<file path="config.mk">
export PLATFORM = sky130hd
export DESIGN_NAME = ascii_integer_parser_core
export DESIGN_NICKNAME = d
export VERILOG_FILES = /design/src/rtl/aip_pkg.sv /design/src/rtl/ascii_integer_parser_core.sv /design/src/rtl/aip_accum.sv /design/src/rtl/aip_rsp_buf.sv
export SDC_FILE = /design/constraint.sdc
export NUM_CORES = 1
export LEC_CHECK = 0
export BUFFER_PORTS_ARGS = -buffer_cell sky130_fd_sc_hd__buf_2
export CAP_MARGIN = 20
export CORE_MARGIN = 1.5
export CORE_UTILIZATION = 36
export CTS_BUF_LIST = sky130_fd_sc_hd__clkbuf_8
export CTS_CLUSTER_SIZE = 25
export DETAILED_ROUTE_END_ITERATION = 8
export PLACE_DENSITY = 0.56
export SLEW_MARGIN = 20
export SYNTH_ARGS = -nofsm -noshare
export SYNTH_HDL_FRONTEND = slang
export SYNTH_SLANG_ARGS = --single-unit
</file>
<file path="constraint.sdc">
create_clock -name clock -period 14.4 [get_ports clock]
set_clock_uncertainty 0.2 [all_clocks]
set_input_delay 2.88 -clock clock [delete_from_list [all_inputs] [get_ports clock]]
set_output_delay 2.88 -clock clock [all_outputs]
set_load 0.005 [all_outputs]
</file>
<file path="src/rtl/aip_pkg.sv">
`default_nettype none

package aip_pkg;

   localparam int CHAR_W  = 8;
   localparam int RADIX_W = 5;
   localparam int VALUE_W = 64;
   localparam int POS_W   = 10;
   localparam int DIGIT_W = 4;

   localparam logic [RADIX_W-1:0] RADIX_RESET = 5'd10;
   localparam logic [CHAR_W-1:0]  CHAR_NUL    = 8'h00;

   typedef struct packed {
      logic               hex;   // byte is 0-9, A-F or a-f
      logic [DIGIT_W-1:0] val;
   } digit_type;

   typedef struct packed {
      logic [POS_W-1:0]   pos;
      logic               failed;
      logic [VALUE_W-1:0] value;
   } rsp_type;

   function automatic digit_type digit_of(input logic [CHAR_W-1:0] c);
      digit_type d;
      logic [CHAR_W-1:0] t;
      d = '0;
      t = '0;
      case (c) inside
         [8'h30:8'h39]: begin
            t     = c - 8'h30;
            d.hex = 1'b1;
         end
         [8'h41:8'h46]: begin
            t     = c - 8'h37;
            d.hex = 1'b1;
         end
         [8'h61:8'h66]: begin
            t     = c - 8'h57;
            d.hex = 1'b1;
         end
         default: begin
            t     = '0;
            d.hex = 1'b0;
         end
      endcase
      d.val = t[DIGIT_W-1:0];
      return d;
   endfunction

endpackage

`default_nettype wire

</file>
<file path="src/rtl/ascii_integer_parser_core.sv">
// Channel  Dir  Handshake               Payload
// req      in   req_tvalid/req_tready   tdata[7:0] char_code, tlast last_char
// rsp      out  rsp_tvalid/rsp_tready   tdata value, fail_pos; tuser parse_failed
// csr      in   csr_valid/csr_ready     csr_wdata[4:0] radix
//
// One byte is taken per cycle while req_tready is high; the multiply-add on
// the running value is the one path between the state registers and the
// result register. The result of the last byte is registered before it reaches rsp.
// A two-entry result buffer keeps req flowing while one result stalls;
// req_tready drops only when both entries are full.
// Synchronous reset clears the numeral state and sets radix to 10.
`default_nettype none

module ascii_integer_parser_core import aip_pkg::*; #(
   parameter int MAX_CHARS = 1024
) (
   input  wire logic               clock,
   input  wire logic               reset,
   input  wire logic               req_tvalid,
   output logic                    req_tready,
   input  wire logic [7:0]         req_tdata,   // [7:0] char_code
   input  wire logic               req_tlast,   // last_char
   output logic                    rsp_tvalid,
   input  wire logic               rsp_tready,
   output logic [79:0]             rsp_tdata,   // [63:0] value, [73:64] fail_pos, zeros
   output logic [0:0]              rsp_tuser,   // [0] parse_failed
   input  wire logic               csr_valid,
   output logic                    csr_ready,
   input  wire logic [RADIX_W-1:0] csr_wdata    // radix
);

   logic [RADIX_W-1:0] radix_ff, radix_in;
   logic    take;
   logic    res_valid;
   rsp_type res;
   rsp_type out_data;

   assign csr_ready = 1'b1;
   assign radix_in  = (csr_valid && csr_ready) ? csr_wdata : radix_ff;

   always_ff @(posedge clock) begin
      if (reset) begin
         radix_ff <= RADIX_RESET;
      end else begin
         radix_ff <= radix_in;
      end
   end

   assign take = req_tvalid && req_tready;

   aip_accum #(
      .MAX_CHARS(MAX_CHARS)
   ) u_accum (
      .clock     (clock),
      .reset     (reset),
      .take      (take),
      .char_code (req_tdata),
      .last_char (req_tlast),
      .radix     (radix_ff),
      .rsp_valid (res_valid),
      .rsp       (res)
   );

   aip_rsp_buf u_rsp_buf (
      .clock     (clock),
      .reset     (reset),
      .in_valid  (res_valid),
      .in_data   (res),
      .in_ready  (req_tready),
      .out_valid (rsp_tvalid),
      .out_ready (rsp_tready),
      .out_data  (out_data)
   );

   assign rsp_tdata = {6'b0, out_data.pos, out_data.value};
   assign rsp_tuser = out_data.failed;

endmodule

`default_nettype wire

</file>
<file path="src/rtl/aip_accum.sv">
`default_nettype none

module aip_accum import aip_pkg::*; #(
   parameter int MAX_CHARS = 1024
) (
   input  wire logic               clock,
   input  wire logic               reset,
   input  wire logic               take,
   input  wire logic [CHAR_W-1:0]  char_code,
   input  wire logic               last_char,
   input  wire logic [RADIX_W-1:0] radix,
   output logic                    rsp_valid,
   output rsp_type                 rsp
);

   localparam int IDX_W = (MAX_CHARS > 2) ? $clog2(MAX_CHARS) : 1;
   localparam logic [IDX_W-1:0] IDX_MAX = IDX_W'(MAX_CHARS - 1);

   logic [VALUE_W-1:0] acc_ff, acc_in;
   logic [IDX_W-1:0]   idx_ff, idx_in;
   logic               bad_ff, bad_in;
   logic [IDX_W-1:0]   bad_idx_ff, bad_idx_in;
   logic               nul_ff, nul_in;

   digit_type            dig;
   logic                 dig_ok;
   logic [VALUE_W+RADIX_W-1:0] prod;
   logic [VALUE_W-1:0]   acc_step;
   logic [IDX_W+POS_W-1:0] pos_ext;

   assign dig      = digit_of(char_code);
   assign dig_ok   = dig.hex && ({1'b0, dig.val} < radix);
   assign prod     = {{RADIX_W{1'b0}}, acc_ff} * {{VALUE_W{1'b0}}, radix};
   assign acc_step = prod[VALUE_W-1:0] + VALUE_W'(dig.val);

   // next state for the numeral, before the end-of-numeral clear
   logic [VALUE_W-1:0] acc_nx;
   logic [IDX_W-1:0]   idx_nx;
   logic               bad_nx;
   logic [IDX_W-1:0]   bad_idx_nx;
   logic               nul_nx;

   always_comb begin
      acc_nx     = acc_ff;
      idx_nx     = idx_ff;
      bad_nx     = bad_ff;
      bad_idx_nx = bad_idx_ff;
      nul_nx     = nul_ff;
      if (!nul_ff) begin
         if (char_code == CHAR_NUL) begin
            nul_nx = 1'b1;
         end else begin
            if (dig_ok) begin
               acc_nx = acc_step;
            end else begin
               bad_nx     = 1'b1;
               bad_idx_nx = idx_ff;
            end
            if (idx_ff != IDX_MAX) begin
               idx_nx = idx_ff + IDX_W'(1);
            end
         end
      end
   end

   always_comb begin
      acc_in     = acc_ff;
      idx_in     = idx_ff;
      bad_in     = bad_ff;
      bad_idx_in = bad_idx_ff;
      nul_in     = nul_ff;
      if (take) begin
         if (last_char) begin
            acc_in     = '0;
            idx_in     = '0;
            bad_in     = 1'b0;
            bad_idx_in = '0;
            nul_in     = 1'b0;
         end else begin
            acc_in     = acc_nx;
            idx_in     = idx_nx;
            bad_in     = bad_nx;
            bad_idx_in = bad_idx_nx;
            nul_in     = nul_nx;
         end
      end
   end

   always_ff @(posedge clock) begin
      if (reset) begin
         acc_ff     <= '0;
         idx_ff     <= '0;
         bad_ff     <= 1'b0;
         bad_idx_ff <= '0;
         nul_ff     <= 1'b0;
      end else begin
         acc_ff     <= acc_in;
         idx_ff     <= idx_in;
         bad_ff     <= bad_in;
         bad_idx_ff <= bad_idx_in;
         nul_ff     <= nul_in;
      end
   end

   // low bits of the position, zero filled when the counter is narrow
   assign pos_ext = {{POS_W{1'b0}}, bad_idx_nx};

   assign rsp_valid = take && last_char;
   assign rsp       = '{pos:    bad_nx ? pos_ext[POS_W-1:0] : {POS_W{1'b0}},
                        failed: bad_nx,
                        value:  bad_nx ? {VALUE_W{1'b0}} : acc_nx};

`ifndef SYNTH
   a_idx_sat: assert property (@(posedge clock) disable iff (reset)
      idx_ff <= IDX_MAX)
      else $error("position counter beyond saturation");
   a_bad_idx_clean: assert property (@(posedge clock) disable iff (reset)
      !bad_ff |-> (bad_idx_ff == '0))
      else $error("failure position set without a failure");
   a_clear_after_last: assert property (@(posedge clock) disable iff (reset)
      (take && last_char) |=> (acc_ff == '0 && !bad_ff && !nul_ff && idx_ff == '0))
      else $error("state not cleared after end of numeral");
`endif

endmodule

`default_nettype wire

</file>
<file path="src/rtl/aip_rsp_buf.sv">
`default_nettype none

module aip_rsp_buf import aip_pkg::*; (
   input  wire logic    clock,
   input  wire logic    reset,
   input  wire logic    in_valid,
   input  wire rsp_type in_data,
   output logic         in_ready,
   output logic         out_valid,
   input  wire logic    out_ready,
   output rsp_type      out_data
);

   logic    main_valid_ff, main_valid_in;
   rsp_type main_ff, main_in;
   logic    skid_valid_ff, skid_valid_in;
   rsp_type skid_ff, skid_in;
   logic    pop;

   assign pop = main_valid_ff && out_ready;

   always_comb begin
      main_valid_in = main_valid_ff;
      main_in       = main_ff;
      skid_valid_in = skid_valid_ff;
      skid_in       = skid_ff;
      if (!main_valid_ff || pop) begin
         if (skid_valid_ff) begin
            main_in       = skid_ff;
            main_valid_in = 1'b1;
            skid_in       = in_data;
            skid_valid_in = in_valid;
         end else begin
            main_in       = in_data;
            main_valid_in = in_valid;
         end
      end else if (in_valid) begin
         skid_in       = in_data;
         skid_valid_in = 1'b1;
      end
   end

   always_ff @(posedge clock) begin
      if (reset) begin
         main_valid_ff <= 1'b0;
         skid_valid_ff <= 1'b0;
      end else begin
         main_valid_ff <= main_valid_in;
         skid_valid_ff <= skid_valid_in;
      end
      main_ff <= main_in;
      skid_ff <= skid_in;
   end

   assign in_ready  = !skid_valid_ff;
   assign out_valid = main_valid_ff;
   assign out_data  = main_ff;

`ifndef SYNTH
   a_skid_order: assert property (@(posedge clock) disable iff (reset)
      skid_valid_ff |-> main_valid_ff)
      else $error("skid entry held while output empty");
   a_no_overflow: assert property (@(posedge clock) disable iff (reset)
      in_valid |-> !skid_valid_ff)
      else $error("result pushed into full buffer");
   a_hold: assert property (@(posedge clock) disable iff (reset)
      (main_valid_ff && !out_ready) |=> (main_valid_ff && $stable(main_ff)))
      else $error("stalled result changed");
`endif

endmodule

`default_nettype wire
</file>
== After elaboration in Yosys (flattened, before gate mapping) ==
Index checks and enable logic that the tools add are counted.
Storage, ports and cells
  bits in registers: 243
  input port bits: 19
Operators by class
  add/sub/neg operators: 5
  $mul: 1
  $lt $le $gt $ge: 7
  eq/ne operators: 4
  multiplexer cells: 35
  reductions and logical operators: 15
Operators with widths (count)
  $mux 64: 5
  $mux 75: 4
  $mux 10: 9
  $add 64x4->64: 1
  $mul 64x5->64: 1
  $ge 8x7->1 const B: 2
  $le 8x7->1 const B: 2
  $mux 1: 14
  $mux 4: 3
  $add 10x1->10 const B: 1
  $ne 10x10->1 const B: 1
  $ge 8x6->1 const B: 1
  $le 8x6->1 const B: 1
  $logic_not 8->1: 1
  $sub 4x3->4 const B: 2
  $logic_and 1x1->1: 7
  $lt 4x5->1: 1
  $ne 2x2->1 const B: 2
  $reduce_and 4->1: 1
  $reduce_bool 2->1: 2
  $sub 4x1->4 const B: 1
  $logic_not 1->1: 2
  $ne 2x1->1 const B: 1
  $reduce_and 2->1: 1
  $logic_or 1x1->1: 1

== Longest topological paths before layout ==
Gate-level depths: netlist of the first run.
  depth in word-level cells: 13
  mapped depth: 24

== Hierarchy ==
Synthesis of the first run repeated with hierarchy kept, for this count alone.
Unflattened totals
  cells, all modules: 2176
  area total of the unflattened synthesis: 20584.7 sq um
Modules (own cells, without submodules)
  aip_accum: instances 1, cells an instance 1905, area each 14766.7 sq um, sequential area each 1721.7 sq um
  aip_rsp_buf: instances 1, cells an instance 245, area each 5564.1 sq um, sequential area each 4544.4 sq um
  ascii_integer_parser_core: instances 1, cells an instance 26, area each 254.0 sq um, sequential area each 100.1 sq um

== Worst setup path before layout of the first run ==
No wires, ideal clock.
  kind: input to register
  start: input rsp_tready
  end: register u_rsp_buf.skid_ff[0] (netlist bit) (enable)
  library setup time: 0.612 ns
  arrival: 10.242 ns
  data required time: 13.588 ns
  setup slack: 3.347 ns
  cell stages on the path: 2
  path buffers: 0
  cell sequence: nand2b_1 o21ai_0
Between the ends
  cells in the longest elaborated chain, start to end: 4
  elaborated cells on any way between the ends: 5
  classes of those cells: eq/ne: 1; reduce/logical: 4
Ends and longest elaborated chain
  from (decl): RTL line ascii_integer_parser_core.sv:24  | input wire logic rsp_tready,
  $logic_and 1x1->1 (*): RTL line aip_rsp_buf.sv:20  | assign pop = main_valid_ff && out_ready;
  $logic_or 1x1->1 (*): RTL line aip_rsp_buf.sv:27  | if (!main_valid_ff || pop) begin
  $ne 2x1->1 (no line) / $reduce_bool 2->1 (equally long branches)
  $reduce_and 2->1 (no line) (*)
  to (signal assigned): RTL line aip_rsp_buf.sv:52  | skid_ff <= skid_in;
  to (decl): RTL line aip_rsp_buf.sv:17  | rsp_type skid_ff, skid_in;
Every way passes the cells marked *; elsewhere a longest branch is shown, timed or not.
A chain may end at the register's enable or synchronous reset.

== Worst setup path after layout of the first run ==
  start: input req_tdata[0]
  end: register u_rsp_buf.main_ff (netlist bit u_rsp_buf.out_data[53]), data pin
Between the ends
  cells in the longest elaborated chain, start to end: 12
  elaborated cells on any way between the ends: 30
  classes of those cells: add/sub: 4; order compare: 7; mux: 14; reduce/logical: 5
Ends and longest elaborated chain
  from (decl): RTL line ascii_integer_parser_core.sv:21  | input wire logic [7:0] req_tdata,
  branches (longest 10 deep; another with $add 64x4->64)
  $mux 64 (*): RTL line aip_accum.sv:111  | value: bad_nx ? {VALUE_W{1'b0}} : acc_nx};
  $mux 75 (*): RTL line aip_rsp_buf.sv:28  | if (skid_valid_ff) begin
  to (signal assigned): RTL line aip_rsp_buf.sv:51  | main_ff <= main_in;
  to (decl): RTL line aip_rsp_buf.sv:15  | rsp_type main_ff, main_in;
Mark *: on every way between the ends.

==> metrics.cfg, run 1 <==
[route]
wire_per_inst_um=20.2
drt-pass1-iter-count=7
route.antenna.remaining_nets=0
drc=0
vias_per_cell=5.40
drt-initial-drc-count=1184
wl_mm=61.5
vias=16400

[logic_synthesis]
synth-xor-area-share=0.0298
ys_ff_latch=243
synth_cells=2197
synth_flop_cell=edfxtp_1
syn_avg_cell_area_um2=9.37
yosysSeqAreaShare=0.309
synth-simple-area-share=0.170
synth_top_cell_by_area=edfxtp_1
netlist.area_leader.share=0.219
async_reset_ff_frac=0
yosysUniqueCellTypes=80
synth_edf_count=150
synth-compound-area-share=0.140
synth_top_family_by_area=adder cells
synthAdderAreaFrac=0.258
synth-warning-count=0
synth.area.top_cells=edfxtp_1 22%, fa_1 18%, dfxtp_1 9.0%
synth.area.mux_share=0.0322
syn-cell-area_um2=20600

[clock_tree]
cts.sinks=243
cts_max_path_buffers=3
clkTransAtPathRegs_ns=0.06
ctsHtreeMaxLevel=2
cts_tree=done
worst_skew_pair.late_latency_ns=0.64
cts_buffers=45
root_buffer=clkbuf_8
ctsHoldBuffers=0
post_cts_resized=0
post_cts_buffers=0

[layout]
nNetsFinal=2581
drive_gt1_frac=0.118
seqCellArea_um2=6370
diodes=0
final_area_um2=22700
multi_input_area_um2=13100
area_growth_pct=10.2
fill_cells=5663

[power_and_ir_drop]
p_per_area_nw_per_um2=69.0
p_leak_nw=9.91
ir_drop_mv=0.0605

[worst_setup_path]
cp-endpoint=u_rsp_buf.out_data[53]
critPathMaxFanout=6
r2r-start=radix_ff[2]
worst_ep_arrival_time_ns=8.58
ff2ff_path_depth=17
required_ns=14.56
path_class=in2reg
timing.rr.end=u_rsp_buf.out_data[63]
cp-end-kind=flip-flop
startpoint_type=primary input
reg2reg_slack_ns=7.53
cp-startpoint=req_tdata[0]

[placement]
place_congestion=0.901
place_area_um2=21700
port_buffers=95
dp_hpwl_mm=43.8

[sta]
slew_headroom=0.254
setup_viol=0
period_needed_ns=8.41
worstMarginPinSlew_ns=1.12
grt_setup_unrepaired=false
final.setup.tns_ns=0
fin_crit_sh=0.584
hold_violations=0
fmax_mhz=119
slew_viol_final=0

[global_route]
grt_usage=0.211
grt_start_max_net_pins=65
first_global_vias=16800
grt-ovfl-total=0
grt_first_pass_wirelength_mm=97.0
antenna_found_initial=1

[run]
cap_violations=0

[die]
design.core.area_um2=56500
die_w_um=242
die_h_um=242
rows=87
start_util=0.364
die_area_um2=58600
pin_count=103

[min_path]
worstHoldStart=u_accum.nul_ff
hp-class=reg2reg

[status]
status=completed

## cells in the mapped netlist, types with 6 or more instances
cell type	instances
nor3_1	18
nand3_1	29
buf_2	10
ha_1	133
edfxtp_1	150
o21ai_0	83
nor2_1	129
and2_1	140
mux2i_1	11
nand4_1	23
o31ai_1	12
o21bai_1	17
o21a_1	6
fa_1	182
xor2_1	23
a22oi_1	43
and3_1	13
or4_1	6
a31oi_1	9
a21oi_1	122
mux2_2	49
nor2b_1	6
a211oi_1	9
nand2_1	379
a22o_1	29
inv_1	192
clkbuf_1	97
xnor2_1	47
a21o_1	32
buf_4	9
dfxtp_1	93
## cell type report
class,instances,share of cell area
well taps,756,0.0417
inverters,195,0.0323
clock buffers,48,0.0291
flip-flops and latches,243,0.281
repair buffers,117,0.0283
multi-input cells,1645,0.576
clock inverters,35,0.0116
## cell usage in the layout (no fill, tap or decap), types with 48 or more instances in the layout
| cell type | count |
|---|---|
| mux2_2 | 49 |
| clkbuf_8 | 48 |
| dfxtp_1 | 88 |
| inv_1 | 204 |
| buf_2 | 95 |
| edfxtp_1 | 150 |
| nand2_1 | 378 |
| nor2_1 | 126 |
| ha_1 | 133 |
| o21ai_0 | 81 |
| a21oi_1 | 122 |
| and2_1 | 139 |
| fa_1 | 182 |
## registers in the layout, indices dropped and copies added, names as in the netlist
name	cells
u_rsp_buf.skid_valid_ff	1
u_accum.bad_ff	1
u_accum.idx_ff	10
u_rsp_buf.out_data	75
u_accum.acc_ff	64
u_accum.bad_idx_ff	10
u_accum.nul_ff	1
u_rsp_buf.skid_ff	75
u_rsp_buf.out_valid	1
radix_ff	5
## logic make-up (layout without fill, tap and decap cells)
group,after synthesis,in the layout
other cells,2,7
xor+xnor,70,70
fa+ha+maj,315,315
flops,243,243
compound gates,426,426
simple gates,767,767
mux,60,60
buf+inv,314,395
## stage by stage
| stage | instances | hold slack [ns] | util | setup slack (ns) | total power [mW] |
|---|---|---|---|---|---|
| after floorplan | 2202 | 0.268 | - | 3.35 | 0.819 |
| after global placement | 2956 | 0.281 | 0.385 | 5.59 | 0.867 |
| after detailed placement | 2956 | 0.301 | 0.385 | 5.41 | 0.868 |
| after CTS | 3039 | 0.316 | 0.401 | 6.06 | 1.58 |
| after global routing | 3039 | 0.337 | 0.401 | 5.58 | 1.62 |
| final | 3039 | 0.309 | 0.401 | 5.99 | 1.56 |
## worst max-delay path, stage by stage
cell      delay (ns)
buf_2           0.14
inv_1           0.08
ha_1            0.17
inv_1           0.06
o311ai_1        0.50
nor3_1          0.10
o21ai_0         0.21
o21ai_0         0.25
fa_1            0.50
ha_1            0.23
fa_1            0.51
ha_1            0.34
a211o_1         0.31
a211oi_2        0.27
or3_4           0.21
a31oi_4         0.13
a41oi_4         0.43
o21ai_2         0.16
a221o_2         0.46
or2_2           0.31
a31oi_1         0.23
o31ai_1         0.09
## layer usage
metal | up-vias | GRT usage | share of wire | wire [um]
met1 | 8224 | 0.278 | 0.43 | 26700
li1 | 7549 | - | - | -
met2 | 528 | 0.350 | 0.47 | 28900
met4 | 2 | 0.0772 | 0.033 | 2000
met3 | 106 | 0.0327 | 0.062 | 3840
met5 | - | 0 | 0.00021 | 13
## power breakdown
group,switching (mW),leakage [nW],internal (mW)
Combinational,0.0686,7.07,0.0216
Sequential,0.0153,2.33,0.748
Clock,0.327,0.516,0.383
Total,0.411,9.91,1.15
## worst min-delay path by stage
stage / endpoint / slack, ns / cells after the start
2_1_floorplan: u_accum.acc_ff[53] / 0.27 / 2
3_3_place_gp: u_accum.acc_ff[63] / 0.28 / 2
3_5_place_dp: u_accum.bad_idx_ff[5] / 0.30 / 2
4_1_cts: u_accum.bad_idx_ff[5] / 0.32 / 2
5_1_grt: u_accum.bad_idx_ff[2] / 0.34 / 2
6_report: u_accum.nul_ff / 0.31 / 2
Power figures use the tool's default switching activity.
==> inputs of run 2 (changes only) <==
clock period = 8.8 ns   (was 14.4 ns; I/O delays follow)
==> run 2 against run 1 <==
Net effect:
- largest power group unchanged
- combinational power grew 60%
- flip-flop and latch count did not move
- final cell count increased by 0.16%
- sequential power rose by 64%
- critical path type unchanged
- design area decreased by 0.17%
- register-to-register slack got worse by 5.5 ns
- via count down 0.53%
==> metrics.cfg, run 2 (synthesis gave the netlist of run 1 again) <==
[clock_tree]
post_cts_resized=0
clkTransAtPathRegs_ns=0.06
cts_tree=done
root_buffer=clkbuf_8
ctsHoldBuffers=0
cts_buffers=46
cts_max_path_buffers=3
post_cts_buffers=0
worst_skew_pair.late_latency_ns=0.65
cts.sinks=243
ctsHtreeMaxLevel=2

[die]
rows=87
die_area_um2=58600
die_h_um=242
pin_count=103
die_w_um=242
start_util=0.364
design.core.area_um2=56500

[layout]
multi_input_area_um2=13100
fill_cells=5583
seqCellArea_um2=6370
nNetsFinal=2587
drive_gt1_frac=0.121
final_area_um2=22600
mostFrequentLayoutCell=nand2_1
final_cells=3044
finish.utilization=0.401
area_growth_pct=10.0
final_cell_mix=378 x nand2_1, 207 x inv_1, 182 x fa_1
diodes=0

[route]
route.antenna.remaining_nets=0
vias_per_cell=5.36
drt-pass1-iter-count=5
wire_per_inst_um=20.1
drc=0
wl_mm=61.1
drt-initial-drc-count=1063
vias=16300

[worst_setup_path]
worst_ep_arrival_time_ns=7.44
cp_num_buf_inv=3
startpoint_type=primary input
critPathMaxFanout=6
path_class=in2reg
slowest_delay_ns=0.55
required_ns=8.99
crit_family=compound AO/OA/AOI/OAI gates
cp-end-kind=flip-flop
critical-path-slowest-cell=o21ai_0
cp_cell_sequence=buf_2, inv_1, ha_1, inv_1, o311ai_1, nor2_1, nand2_1, o21ai_0, fa_1, ha_1, fa_1, fa_1, a21oi_1, nor2_1, o21bai_1, a211oi_1, a21oi_1, a21oi_1, o21ai_0, nand2_1, xor2_1, a221o_1

[sta]
worstMarginPinSlew_ns=1.17
whs_ns=0.312
grt_setup_unrepaired=false
final.setup.tns_ns=0
fin_ws_ns=1.55
hold_violations=0
fmax_mhz=138
slew_viol_final=0
period_needed_ns=7.25
setup_viol=0
slew_headroom=0.218
fin_crit_sh=0.824

[placement]
place_congestion=0.924
dp_hpwl_mm=44.4
dp_cells=2961
port_buffers=95
post-place-ws_ns=0.944
place_area_um2=21800

[global_route]
first_global_vias=16700
grt-ovfl-total=0
grt_first_pass_wirelength_mm=96.5
grt_start_max_net_pins=54
antenna_found_initial=0
grt_usage=0.209

[power_and_ir_drop]
p_leak_nw=9.91
ir_drop_mv=0.111
p_per_area_nw_per_um2=109
total_power_mw=2.46

[status]
status=completed

[min_path]
hp-class=reg2reg

[run]
cap_violations=0

run 2: changes by cell type in the layout (fill, tap and decap cells not counted), moves of 3 or more:
cell / delta
buf_4: +5
bufinv_16: -3
clkinv_1: -5
clkinv_2: +5
inv_1: +3
run 2: final timing paths:
kind / startpoint / end / slack, ns / depth (start not counted)
setup / recovery: req_tdata[0] / u_rsp_buf.out_data[52] / 1.55 / 22
hold / removal: u_accum.bad_idx_ff[4] / u_accum.bad_idx_ff[4] / 0.31 / 2
setup reg to reg: radix_ff[3] / u_rsp_buf.out_data[47] / 2.07 / 17
hold reg to reg: u_accum.bad_idx_ff[4] / u_accum.bad_idx_ff[4] / 0.31 / 2
run 2: worst min-delay path, stage by stage (launching register included):
cell	delay, ns
dfxtp_1	0.33
a22oi_1	0.08
nor2_1	0.07
run 2: power by group:
| group | total [mW] | switching (mW) | leakage, nW | internal, mW |
|---|---|---|---|---|
| Combinational | 0.144 | 0.107 | 7.09 | 0.0362 |
| Clock | 1.06 | 0.535 | 0.491 | 0.526 |
| Sequential | 1.25 | 0.0312 | 2.33 | 1.22 |
| Total | 2.46 | 0.674 | 9.91 | 1.79 |
run 2: area by class of cell:
class                      instances  area share
clock inverter                    37     0.00956
sequential                       243       0.282
clock buffer                      46      0.0280
multi-input combinational       1645       0.577
timing repair buffer             122      0.0300
inverter                         195      0.0323
tap                              756      0.0418
run 2: layer usage:
layer  GRT usage  part of all wire  vias to the layer above
li1            -                 -                     7554
met1       0.282              0.45                     8140
met2       0.341              0.46                      509
met3      0.0279             0.055                      119
met4      0.0811             0.035                        0
met5           0                 0                        -
